**config.mk**
```make
export PLATFORM = sky130hd
export DESIGN_NAME = tpcs_control
export DESIGN_NICKNAME = d
export VERILOG_FILES = /design/src/design/tpcs_pkg.sv /design/src/design/tpcs_control.sv
export SDC_FILE = /design/constraint.sdc
export NUM_CORES = 1
export LEC_CHECK = 0
export BUFFER_PORTS_ARGS = -buffer_cell sky130_fd_sc_hd__clkbuf_2
export CAP_MARGIN = 25
export CORE_ASPECT_RATIO = 1.25
export CORE_MARGIN = 3
export CORE_UTILIZATION = 35
export DETAILED_ROUTE_END_ITERATION = 10
export PLACE_DENSITY = 0.58
export SLEW_MARGIN = 20
export SYNTH_ARGS = -nofsm -noshare
export SYNTH_HDL_FRONTEND = slang
export SYNTH_SLANG_ARGS = --single-unit
```
**constraint.sdc**
```tcl
create_clock -name clock -period 1.8 [get_ports clock]
set_clock_uncertainty 0.1 [all_clocks]
set_input_delay 0.09 -clock clock [delete_from_list [all_inputs] [get_ports clock]]
set_output_delay 0.09 -clock clock [all_outputs]
set_load 0.03 [all_outputs]
```
**src/design/tpcs_pkg.sv**
```systemverilog
// Package for the timer prescaler and compare solver.
// Holds widths, register indexes, status and skew codes, reset values.
// No dependencies.
package tpcs_pkg;

   localparam int FREQ_W     = 32;
   localparam int PRESC_W    = 16;
   localparam int CMP_W      = 32;
   localparam int ERR_W      = 32;
   localparam int STATUS_W   = 2;
   localparam int SKEW_W     = 2;
   localparam int CSR_IDX_W  = 4;
   localparam int MAX_SLOTS  = 5;
   localparam int DEF_SLOTS  = 5;
   localparam int DIV_W      = 64;

   localparam logic [STATUS_W-1:0] ST_OKAY       = 2'd0;
   localparam logic [STATUS_W-1:0] ST_IMPOSSIBLE = 2'd1;
   localparam logic [STATUS_W-1:0] ST_OVER_LIMIT = 2'd2;

   localparam logic [SKEW_W-1:0] SKEW_LOW      = 2'd0;
   localparam logic [SKEW_W-1:0] SKEW_HIGH     = 2'd1;
   localparam logic [SKEW_W-1:0] SKEW_EITHER   = 2'd2;
   localparam logic [SKEW_W-1:0] SKEW_RESERVED = 2'd3;   // decoded as either

   localparam logic [CSR_IDX_W-1:0] REG_SKEW      = 4'd0;
   localparam logic [CSR_IDX_W-1:0] REG_CMP_LIMIT = 4'd1;
   localparam logic [CSR_IDX_W-1:0] REG_ERR_LIMIT = 4'd2;
   localparam logic [CSR_IDX_W-1:0] REG_PRESC0   = 4'd3;

   localparam logic [PRESC_W-1:0] PRESC_RESET [MAX_SLOTS] =
      '{16'd1, 16'd8, 16'd64, 16'd256, 16'd1024};

   // datapath commands
   localparam logic [2:0] OP_NONE  = 3'd0;
   localparam logic [2:0] OP_LOAD  = 3'd1;   // latch request
   localparam logic [2:0] OP_DIV   = 3'd2;   // start a division
   localparam logic [2:0] OP_MUL   = 3'd3;   // register a product
   localparam logic [2:0] OP_KEEP  = 3'd4;   // take quotient into a register
   localparam logic [2:0] OP_BEST  = 3'd5;   // update best
   localparam logic [2:0] OP_FINAL = 3'd6;   // form result

   typedef struct packed {
      logic [2:0] op;
      logic [2:0] sel;   // which division / product / keep
   } cmd_type;

   typedef struct packed {
      logic div_busy;
      logic slot_ok;     // p nonzero and src/p > tgt and tgt nonzero
      logic cmp_ok;      // compare within limit
      logic err_stop;    // err <= limit
      logic tgt_above;   // tgt > src
   } stat_type;

endpackage

```
**src/design/tpcs_control.sv**
```systemverilog
// Controller: sequences the slot walk and the divider over the datapath.
// Depends on tpcs_pkg.
module tpcs_control import tpcs_pkg::*; #(
   parameter int SLOTS = DEF_SLOTS
) (
   input  logic                          clock,
   input  logic                          reset,
   input  logic                          req_fire,
   input  logic                          rsp_fire,
   input  stat_type                      stat,
   output cmd_type                       cmd,
   output logic [$clog2(MAX_SLOTS)-1:0]  slot,
   output logic                          idle,
   output logic                          done
);
   localparam logic [3:0] S_IDLE = 4'd0, S_CHK = 4'd1, S_PMUL = 4'd2,
      S_DIV = 4'd3, S_WAIT = 4'd4, S_KEEP = 4'd5, S_TEST = 4'd6,
      S_MUL = 4'd7, S_BEST = 4'd8, S_NEXT = 4'd9, S_FMUL = 4'd10,
      S_FDIV = 4'd11, S_FWAIT = 4'd12, S_FKEEP = 4'd13, S_DONE = 4'd14;
   localparam int SW = $clog2(MAX_SLOTS);

   logic [3:0]    st_ff, st_in;
   logic [2:0]    ph_ff, ph_in;
   logic [SW-1:0] sl_ff, sl_in;

   always_comb begin
      st_in = st_ff; ph_in = ph_ff; sl_in = sl_ff;
      cmd.op = OP_NONE; cmd.sel = ph_ff;
      case (st_ff)
         S_IDLE: if (req_fire) begin
            cmd.op = OP_LOAD; st_in = S_CHK; sl_in = '0;
         end
         S_CHK: st_in = stat.tgt_above ? S_DONE : S_PMUL;
         S_PMUL: begin cmd.op = OP_MUL; cmd.sel = 3'd0; ph_in = 3'd0; st_in = S_DIV; end
         S_DIV: begin cmd.op = OP_DIV; st_in = S_WAIT; end
         S_WAIT: if (!stat.div_busy) st_in = S_KEEP;
         S_KEEP: begin cmd.op = OP_KEEP; st_in = S_TEST; end
         S_TEST: begin
            case (ph_ff)
               3'd0: begin
                  ph_in = 3'd1;
                  st_in = stat.slot_ok ? S_DIV : S_NEXT;
               end
               3'd1: st_in = stat.cmp_ok ? S_MUL : S_NEXT;
               3'd2: begin ph_in = 3'd3; st_in = S_DIV; end
               default: st_in = S_BEST;
            endcase
         end
         S_MUL: begin cmd.op = OP_MUL; cmd.sel = 3'd1; ph_in = 3'd2; st_in = S_DIV; end
         S_BEST: begin
            cmd.op = OP_BEST;
            st_in = stat.err_stop ? S_FMUL : S_NEXT;
         end
         S_NEXT: begin
            if (32'(sl_ff) == SLOTS - 1) st_in = S_FMUL;
            else begin sl_in = sl_ff + SW'(1); st_in = S_PMUL; end
         end
         S_FMUL: begin cmd.op = OP_MUL; cmd.sel = 3'd2; st_in = S_FDIV; end
         S_FDIV: begin cmd.op = OP_DIV; cmd.sel = 3'd4; st_in = S_FWAIT; end
         S_FWAIT: begin cmd.sel = 3'd4; if (!stat.div_busy) st_in = S_FKEEP; end
         S_FKEEP: begin cmd.op = OP_FINAL; cmd.sel = 3'd4; st_in = S_DONE; end
         S_DONE: if (rsp_fire) st_in = S_IDLE;
         default: st_in = S_IDLE;
      endcase
   end

   always_ff @(posedge clock) begin
      if (reset) begin
         st_ff <= S_IDLE; ph_ff <= '0; sl_ff <= '0;
      end else begin
         st_ff <= st_in; ph_ff <= ph_in; sl_ff <= sl_in;
      end
   end

   assign slot = sl_ff;
   assign idle = st_ff == S_IDLE;
   assign done = st_ff == S_DONE;
endmodule

```
### Word-level counts from Yosys, hierarchy flattened

Index checks and enable logic that the tools add are counted.

| storage, ports and cells | value |
|---|---|
| output and inout bits | 11 |
| input bits | 9 |
| register bits after elaboration | 10 |
| word-level logic and storage cells | 57 |

| operators by class | value |
|---|---|
| equal/unequal tests | 23 |
| add/sub/neg operators | 1 |
| reductions and logical operators | 11 |
| muxes and demuxes | 19 |

Operator list:

| cell | number |
|---|---|
| 4-bit case mux with 14 select lines | 1 |
| 4-bit 2-to-1 mux | 8 |
| 4-bit equality test (second input constant) | 7 |
| 3-bit case mux with 6 select lines | 1 |
| 4-bit by 3-bit equality test with 1-bit output (second input constant) | 4 |
| 3-bit case mux with 2 select lines | 2 |
| 3-bit case mux with 4 select lines | 1 |
| 4-bit case mux with 3 select lines | 1 |
| 2-bit inequality test (second input constant) | 5 |
| 3-bit case mux with 3 select lines | 1 |
| 4-bit by 2-bit equality test with 1-bit output (second input constant) | 2 |
| 3-bit 2-to-1 mux | 2 |
| 3-bit OR reduction | 2 |
| 4-bit by 1-bit equality test with 1-bit output (second input constant) | 1 |
| 4-bit zero test | 1 |
| 4-bit AND reduction | 1 |
| 2-bit OR reduction | 2 |
| 3-bit by 1-bit adder with 3-bit output (second input constant) | 1 |
| 3-bit by 1-bit equality test with 1-bit output (second input constant) | 1 |
| 3-bit by 2-bit equality test with 1-bit output (second input constant) | 1 |
| 3-bit equality test (second input constant) | 1 |
| 3-bit zero test | 1 |
| 3-bit inequality test (second input constant) | 1 |
| 3-bit AND reduction | 1 |
| 5 further kinds | 5 |

### Depth between registers and ports, before layout

Gate-level depths: netlist of the first run.

| logic depth | value |
|---|---|
| word-level depth | 3 |
| depth in mapped cells | 6 |
| gate-level depth less buffers | 6 |

### Worst setup path before layout of the first run

Ideal clock, no wire load.

| path | value |
|---|---|
| kind | flip-flop to flip-flop |
| start point | register st_ff[3] |
| end point | register sl_ff[1], in the netlist slot[1] |
| library setup time | 0.130 ns |
| arrival | 1.551 ns |
| buffers on the path | 1 |
| path slack | 0.019 ns |
| stages on the path, launching flop included | 6 |
| cell sequence | dfxtp_1 -> buf_2 -> nor4_2 -> and2_1 -> nand3b_1 -> a21oi_1 |

| on the way | value |
|---|---|
| word-level cells in the longest chain between the ends | 3 |
| elaborated cells between the ends (all ways) | 7 |

Ends and longest elaborated chain:

| what | line | source |
|---|---|---|
| start: declaration | tpcs_control.sv:22 | `logic [3:0] st_ff, st_in;` |
| start signal: assignment | tpcs_control.sv:71 | `st_ff <= st_in; ph_ff <= ph_in; sl_ff <= sl_in;` |
| 4-bit zero test (*) | n/a |  |
| net idle | tpcs_control.sv:13 | `output logic idle,` |
| 2-bit inequality test (no source line) / 2-bit nonzero test (equally long branches) | n/a |  |
| 3-bit AND reduction (no source line) | n/a |  |
| end signal: assignment | tpcs_control.sv:71 |  |
| end: declaration | tpcs_control.sv:24 | `logic [SW-1:0] sl_ff, sl_in;` |

Mark *: on every way through the listed nets, which the timed path passes. The rest lies on a longest branch.
A chain may end at the register's enable or synchronous reset.

==> results of run 1 <==
logic make-up (layout without fill, tap and decap cells):
group | count (synthesis) | in the layout | synth area share (%)
multiplexers | 1 | 1 | 1.30
AO/OA/AOI/OAI | 40 | 40 | 31.3
XOR/XNOR | 2 | 2 | 2.27
AND/OR/NAND/NOR | 44 | 44 | 29.7
flip-flops | 9 | 9 | 23.3
buffers and inverters | 15 | 35 | 8.91
adder cells (fa/ha/maj) | 2 | 2 | 3.24
power groups by stage:
stage	sequential, W	clock (W)	combinational (W)
6_report	0.000277	0.000147	0.000419
5_1_grt	0.000285	0.000174	0.000461
4_1_cts	0.000272	0.000156	0.000422
3_5_place_dp	0.000276	0	0.000421
3_3_place_gp	0.000275	0	0.000421
2_1_floorplan	0.000231	0	0.000350
cells in the mapped netlist (2+ instances only):
cell type	count	area share [%]
a21o_1	2	1.9
nand2b_1	5	4.1
ha_1	2	3.2
o211ai_1	2	1.9
o21ai_0	13	8.4
nand3_1	2	1.3
and2_1	2	1.6
nor3_1	4	2.6
dfxtp_1	9	23
buf_2	7	4.5
inv_1	6	2.9
nand2_1	11	5.3
a21oi_1	15	9.7
or2_1	2	1.6
nor2_1	11	5.3
per-layer routing:
layer  vias to the layer above  global-route usage, %  share of wire, %
li1                        440                      -                 -
met1                       384                   17.6                44
met2                        20                   25.9                51
met3                         4                   1.83               3.4
met4                         0                   7.69               1.5
met5                         -                      0                 0
cells in the final DEF (no fill, tap or decap):
cell       instances
a2111oi_0          1
a2111oi_2          1
a211o_1            1
a21o_1             2
a21oi_1           15
a41oi_1            1
and2_1             2
and3_1             1
and3b_1            1
and4bb_2           1
buf_4              6
clkbuf_1           1
clkbuf_2          19
clkbuf_4           3
dfxtp_1            5
dfxtp_2            4
ha_1               2
inv_1              6
mux2i_1            1
nand2_1           11
nand2b_1           5
nand3_1            2
nand3b_1           1
nor2_1            11
nor3_1             4
nor4_1             1
nor4_2             1
o211ai_1           2
o21ai_0           13
o21ai_1            1
o221ai_1           1
o311ai_0           1
o31ai_1            1
or2_1              2
or3_1              1
xnor2_1            1
xor2_1             1
critical path: stages, from the launching register on:
cell	delay, ns
dfxtp_2	0.37
buf_4	0.16
nor2_1	0.23
nand2_1	0.09
a21oi_1	0.16
clkbuf_2	0.22
per-stage QoR:
step	utilization, %	cells	setup WS [ns]
floorplan	-	113	0.0190
global placement	44.0	149	0.253
detailed placement	44.0	149	0.228
CTS	45.3	153	0.0465
global route	45.5	153	0.0202
finish	45.5	153	0.124
what timing repair did:
action,in CTS,in global routing
pin swaps,0,0
resized for setup,1,3
endpoints found under the setup margin,1,6
cloned,0,0
layout make-up:
type | count | area share, %
clock buffer | 4 | 2.85
multi-input combinational | 89 | 56.7
tap | 20 | 2.71
inverter | 6 | 2.44
sequential | 9 | 20.1
timing repair buffer | 25 | 15.2
how the worst max path moves through the flow:
stage	from	to	slack (ns)	cells past startpoint
6_report	st_ff[0]	cmd[5]	0.12	5
5_1_grt	st_ff[0]	cmd[5]	0.02	5
4_1_cts	st_ff[0]	cmd[1]	0.05	5
3_5_place_dp	st_ff[1]	st_ff[3]	0.23	4
3_3_place_gp	st_ff[1]	st_ff[3]	0.25	4
2_1_floorplan	st_ff[3]	slot[1]	0.02	5
state kept, by name, summed over array words and instances (netlist names):
signal  count
ph_ff       2
st_ff       4
slot        3
==> results.ini, run 1 <==
[status]
status=finished, final reports clean

[floorplanning]
die_y_um=58.5
rows=18
io_pins=20
die_x_um=48.0
core_um2=2030
initial_core_util_pct=38.1
die_area_um2=2810

[clocking]
clk_latency_ns=0.25
post_cts_buffers=0
cts_tree=yes
ctsHoldBuffers=0
clkTransAtPathRegs_ns=0.06
cts_root_buf=clkbuf_4
clock_sinks=9
cts_inserted_buffers=3
h-tree-depth=1
clock_tree.buffer_depth=2

[synth]
synth-main-ff-cell=dfxtp_1
synth_edf_count=0
synth_nets=124
async_reset_ff_share_pct=0
synth.distinct_cells=35
ys_ff_latch=9
synthCells=113
synth_seq_area_share_pct=23.3
synth_area_um2=772
ys_warn_count=0
postSynthAreaPerCell_um2=6.83

[power_and_ir_drop]
internal-power_w=0.000468
vdd_drop_max_uv=430
p_total_w=0.000844
seqPwrFrac_pct=32.8
power_frac_clock_pct=17.5
comb_power_share_pct=49.7
power.switching_w=0.000375
power_density_nw_per_um2=915
power.leakage_nw=0.369
switching_share_pct=44.5

[global_route]
grt.total_usage_pct=15.2
grt-ovfl-total=0
first_global_vias=768
antenna_found_initial=0
grt_pass1_wl_um=3150
grt_max_degree=15

[timing]
period_share_pct=93.1
finalCriticalPeriod_ns=1.68
slew_headroom_pct=73.6
hold-worst-slack_ns=0.0604
setup_tns_ns=0
worst_pin_slew_ns=0.385
final-hold-violation-count=0
timing.final.max_slew_violations=0
rsz0062_at_grt=no
fmax_mhz=597
setup_viol=0

[placement]
dpl-instance-area_um2=891
port_buffers=19
place_congestion=0.873
dp_hpwl_um=1580

[cells_and_area]
seq_area_um2=185
final_nets=145
drive_above_1_share_pct=26.3
final_area_um2=922
syn_to_final_growth_pct=19.4
num_antenna_cells=0
num-fill-cells=218
multiInputGateArea_um2=523

[detailed_routing]
wirelength_um=1990
viasPerCell=5.54
num_vias=848
first_pass_iters=4
ant_nets=0
drtIter0Drc=16
wire_per_inst_um=13.0
drc=0

[critical_path]
endpoint_kind=output pin
startpoint_type=register
timing.rr.end=st_ff[3]
crit_fanout=12
crit_required_ns=1.61
critPathKind=reg2out
ff2ff_path_depth=4
cp_data_arrival_time_ns=1.49
reg2reg_slack_ns=0.30
reg2reg_from=ph_ff[1]

[hold_path]
hp-class=in2reg
holdPathEnd=st_ff[3]
hp-start=reset
hold_path_depth=2

[flow_run]
drv_cap=0

Note: power is estimated with default switching activity, not from simulation.
==> run 2, diff against run 1 <==
clock period = 1.6 ns   (was 1.8 ns; I/O delays follow)
==> run 2 against run 1 <==
Against the previous run:
- core utilization rose by 5.1 points
- global-route usage rose by 2.5 points
- cell count rose by 3.9%
- non-clock buffer count rose by 6
- power rose by 29%
- critical path depth rose by 1
- combinational power rose by 46%
- setup slack got worse by 0.10 ns
- die area did not move
- via count rose by 7.5%
- clock power rose by 21%
- critical endpoint is now cmd[1]
- highest routed layer unchanged
==> results.ini, run 2 (synthesized netlist as in run 1, its figures left out) <==
[power_and_ir_drop]
vdd_drop_max_uv=556
power_density_nw_per_um2=1060
switching_share_pct=44.4
comb_power_share_pct=56.1
power_frac_clock_pct=16.3
internal-power_w=0.000606
seqPwrFrac_pct=27.6
power.leakage_nw=0.414
power.switching_w=0.000483

[hold_path]
hp-start=reset
hp-class=in2reg

[floorplanning]
initial_core_util_pct=38.1
die_area_um2=2810
die_y_um=58.5
rows=18
core_um2=2030
die_x_um=48.0
io_pins=20

[cells_and_area]
num_antenna_cells=0
num-fill-cells=200
syn_to_final_growth_pct=32.9
multiInputGateArea_um2=554
final_core_util_pct=50.6
drive_above_1_share_pct=33.1
final_common_cell=a21oi_1
largest_register_ffs=4
layout_common_cells=a21oi_1, clkbuf_2, buf_4, o21ai_0, nand2_1
seq_area_um2=190
final_nets=151
top_register=st_ff
fin_cells=159

[critical_path]
endpoint_kind=output pin
path_cells=buf_12 -> nand2b_1 -> a21oi_2 -> o21ai_0 -> o21ai_1 -> buf_4
cp_data_arrival_time_ns=1.40
reg2reg_from=ph_ff[1]
critPathKind=reg2out
crit_fanout=18
slowest_stage=dfxtp_4
path_buf_inv=2
slowest_delay_ns=0.36
startpoint_type=register
critical-path-top-delay-family=flip-flops
crit_start=st_ff[2]
crit_required_ns=1.42

[timing]
timing.final.max_slew_violations=0
finalWorstSetupSlack_ns=0.0237
period_share_pct=98.5
setup_viol=0
setup_tns_ns=0
worst_pin_slew_ns=0.351
finalCriticalPeriod_ns=1.58
slew_headroom_pct=76.3
fmax_mhz=634
final-hold-violation-count=0
rsz0062_at_grt=yes

[clocking]
clk_latency_ns=0.26
clock_tree.buffer_depth=2
cts_root_buf=clkbuf_4
clock_sinks=9
ctsHoldBuffers=0
cts_tree=yes
h-tree-depth=1
clkTransAtPathRegs_ns=0.06
cts_inserted_buffers=3

[placement]
dp_hpwl_um=1680
dp_slack_ns=0.0887
place_congestion=0.898
port_buffers=19
dp_cells=151

[detailed_routing]
ant_nets=0
wirelength_um=2290
drtIter0Drc=24
first_pass_iters=4
wire_per_inst_um=14.4
num_vias=912
viasPerCell=5.74
drc=0

[global_route]
antenna_found_initial=0
first_global_vias=871
grt_max_degree=19
grt.total_usage_pct=17.7
grt_pass1_wl_um=3680
grt-ovfl-total=0

[flow_run]
drv_cap=0

[status]
status=finished, final reports clean

-- run 2: cell count changes in the layout (fill, tap and decap cells not counted), sizes merged --
cell | before | now
clkbuf | 23 | 19
buf | 6 | 16
-- run 2: final timing paths --
kind,slack (ns),end,cells after the start
worst min-delay path,0.02,st_ff[1],2
worst max register to register,0.07,st_ff[3],4
worst max-delay path,0.02,cmd[1],6
worst min register to register,0.43,slot[1],2
-- run 2: repair_timing --
| action | CTS | global route |
|---|---|---|
| endpoints found under the setup margin | 6 | 7 |
| resized for setup | 9 | 12 |
| buffers inserted | 0 | 4 |
| pin swaps | 0 | 0 |
-- run 2: final cells by class --
class	count	share of cell area [%]
Inverter	6	2.20
Clock buffer	4	2.56
Tap cell	20	2.44
Sequential cell	9	18.5
Timing Repair Buffer	31	20.2
Multi-Input combinational cell	89	54.0
-- run 2: worst register-to-register path: stages (launching register included) --
cell and delay [ns]:
dfxtp_1 0.45, and3b_1 0.25, a2111oi_2 0.36, o211ai_1 0.14, a21oi_1 0.16
-- run 2: power groups by stage --
| stage | Sequential [W] | Clock, W | Combinational [W] |
|---|---|---|---|
| 2_1_floorplan | 0.000261 | 0 | 0.000413 |
| 3_3_place_gp | 0.000301 | 0 | 0.000534 |
| 3_5_place_dp | 0.000302 | 0 | 0.000535 |
| 4_1_cts | 0.000305 | 0.000187 | 0.000548 |
| 5_1_grt | 0.000308 | 0.000194 | 0.000659 |
| 6_report | 0.000301 | 0.000178 | 0.000611 |
-- run 2: through the flow --
stage | hold WS [ns] | instance area [µm²] | power (W)
after global placement | 0.297 | 932 | 0.000835
after CTS | 0.0130 | 977 | 0.00104
after global routing | 0.0214 | 1030 | 0.00116
after detailed placement | 0.286 | 932 | 0.000838
after floorplan | 0.207 | 786 | 0.000675
final | 0.0194 | 1030 | 0.00109
-- run 2: metal layers --
layer / vias to the layer above / part of all wire, % / GRT usage [%]
li1: 455 / - / -
met1: 423 / 42 / 20.7
met3: 6 / 3.7 / 1.83
met2: 28 / 52 / 31.0
met4: 0 / 1.8 / 7.31
met5: - / 0 / 0
==> run 3, diff against run 2 <==
CELL_PAD_IN_SITES_DETAIL_PLACEMENT = 0   (was default)
CELL_PAD_IN_SITES_GLOBAL_PLACEMENT = 1   (was default)
PLACE_DENSITY = default   (was 0.58)
PLACE_DENSITY_LB_ADDON = 0.3   (was default)
==> run 3 against run 2 <==
Against the previous run:
- maximum frequency rose by 3.9%
- core utilization rose by 3.3 points
- non-clock buffer count increased by 6
- global-route usage grew 1.1 points
- cell count is 3.8% higher
- power increased by 4.1%
- first-iteration DRC count shrank 38%
- sequential cell count stayed put
- hold slack improved by 0.0032 ns
- largest cell class unchanged
==> results.ini, run 3 (synthesized netlist as in run 1, its figures left out) <==
[status]
status=finished, final reports clean

[critical_path]
crit_fanout=7
startpoint_type=register
reg2reg_from=st_ff[3]
slowest_stage=dfxtp_1
crit_required_ns=1.42
ff2ff_path_depth=5
path_cells=buf_4 -> nor2_4 -> o21ai_0 -> o21ai_0 -> buf_4
path_buf_inv=2
cp_data_arrival_time_ns=1.34
endpoint_kind=output pin
slowest_delay_ns=0.39
critical-path-top-delay-family=flip-flops
timing.rr.end=slot[1]
reg2reg_slack_ns=0.17
critPathKind=reg2out

[detailed_routing]
drc=0
top_layer_used=met4
routed-wl-met2_um=1140
drtIter0Drc=15
viasPerCell=5.61
first_pass_iters=4
num_vias=926
ant_nets=0
wire_per_inst_um=13.5
drt-met1-wl_um=947
dr_wl_met3_um=77
wirelength_um=2230

[placement]
dpl-instance-area_um2=962
dp_hpwl_um=1740
place_congestion=0.896
port_buffers=19

[flow_run]
drv_cap=0

[cells_and_area]
final_common_cell=buf_4
drive_above_1_share_pct=36.6
top_register=st_ff
final_area_um2=1090
final_nets=157
largest_register_ffs=4
num_antenna_cells=0
layout_common_cells=buf_4, clkbuf_2, a21oi_1, nand2_1, o21ai_0
syn_to_final_growth_pct=41.5

[global_route]
antenna_found_initial=0
first_global_vias=916
grt_pass1_wl_um=3830
grt_max_degree=12
grt.total_usage_pct=18.7
grt-ovfl-total=0

[floorplanning]
die_area_um2=2810
io_pins=20
die_y_um=58.5
die_x_um=48.0
initial_core_util_pct=38.1
core_um2=2030
rows=18

[timing]
finalCriticalPeriod_ns=1.52
timing.final.max_slew_violations=0
period_share_pct=94.9
worst_pin_slew_ns=0.363
final-hold-violation-count=0
fmax_mhz=659
setup_viol=0
slew_headroom_pct=75.2

[hold_path]
hp-start=reset
hold_path_depth=2
holdPathEnd=st_ff[3]
hp-class=in2reg

[power_and_ir_drop]
power_density_nw_per_um2=1040
vdd_drop_max_uv=541
p_total_w=0.00113
power.leakage_nw=0.452

[clocking]
clock_tree.buffer_depth=2
h-tree-depth=1
clk_latency_ns=0.26
cts_inserted_buffers=3
cts_root_buf=clkbuf_4
clock_sinks=9
clkTransAtPathRegs_ns=0.06
cts_tree=yes

==> run 3: cell count changes in the layout (fill, tap and decap cells not counted), sizes merged <==
cell,change
clkbuf,+1
buf,+5
==> run 3: report_power, final <==
part           total, W  internal (W)  leakage [nW]  switching [W]
logic          0.000666      0.000297         0.362       0.000369
clock network  0.000173     0.0000959        0.0150      0.0000770
registers      0.000296      0.000253        0.0753      0.0000429
==> run 3: worst max-delay path by stage <==
stage,startpoint,endpoint,cells past startpoint
3_5_place_dp,st_ff[3],slot[1],5
3_3_place_gp,st_ff[3],slot[1],5
5_1_grt,st_ff[3],cmd[4],5
6_report,st_ff[1],cmd[0],5
4_1_cts,st_ff[2],cmd[1],6
2_1_floorplan,st_ff[0],cmd[0],4
==> run 3: layout make-up <==
class                      count  area [µm²]
inverter                       6        22.5
fill                         206         935
multi-input combinational     89         571
tap                           20        25.0
timing repair buffer          37         256
clock buffer                   4        26.3
sequential                     9         191
==> run 3: metal layers <==
metal	up-vias	global-route usage, %
li1	466	-
met1	429	23.5
met2	24	28.9
met3	7	2.75
met4	0	11.5
met5	-	0
==> run 3: per-stage QoR <==
step | TNS, ns | setup WS (ns) | hold slack, ns | cells | util [%]
after detailed placement | 0 | 0.0980 | 0.298 | 155 | 47.5
final | 0 | 0.0822 | 0.0226 | 165 | 53.9
after global routing | -0.0334 | -0.0333 | 0.0267 | 165 | 53.9
after global placement | 0 | 0.104 | 0.303 | 155 | 47.5
after floorplan | 0 | 0.0112 | 0.207 | 113 | -
after CTS | -0.0599 | -0.0599 | 0.0101 | 159 | 49.6
==> run 3: what timing repair did <==
item,in CTS,in global routing
resized for setup,8,17
hold buffers,0,0
setup endpoints to repair,6,7
setup buffers,0,6
cloned,0,0
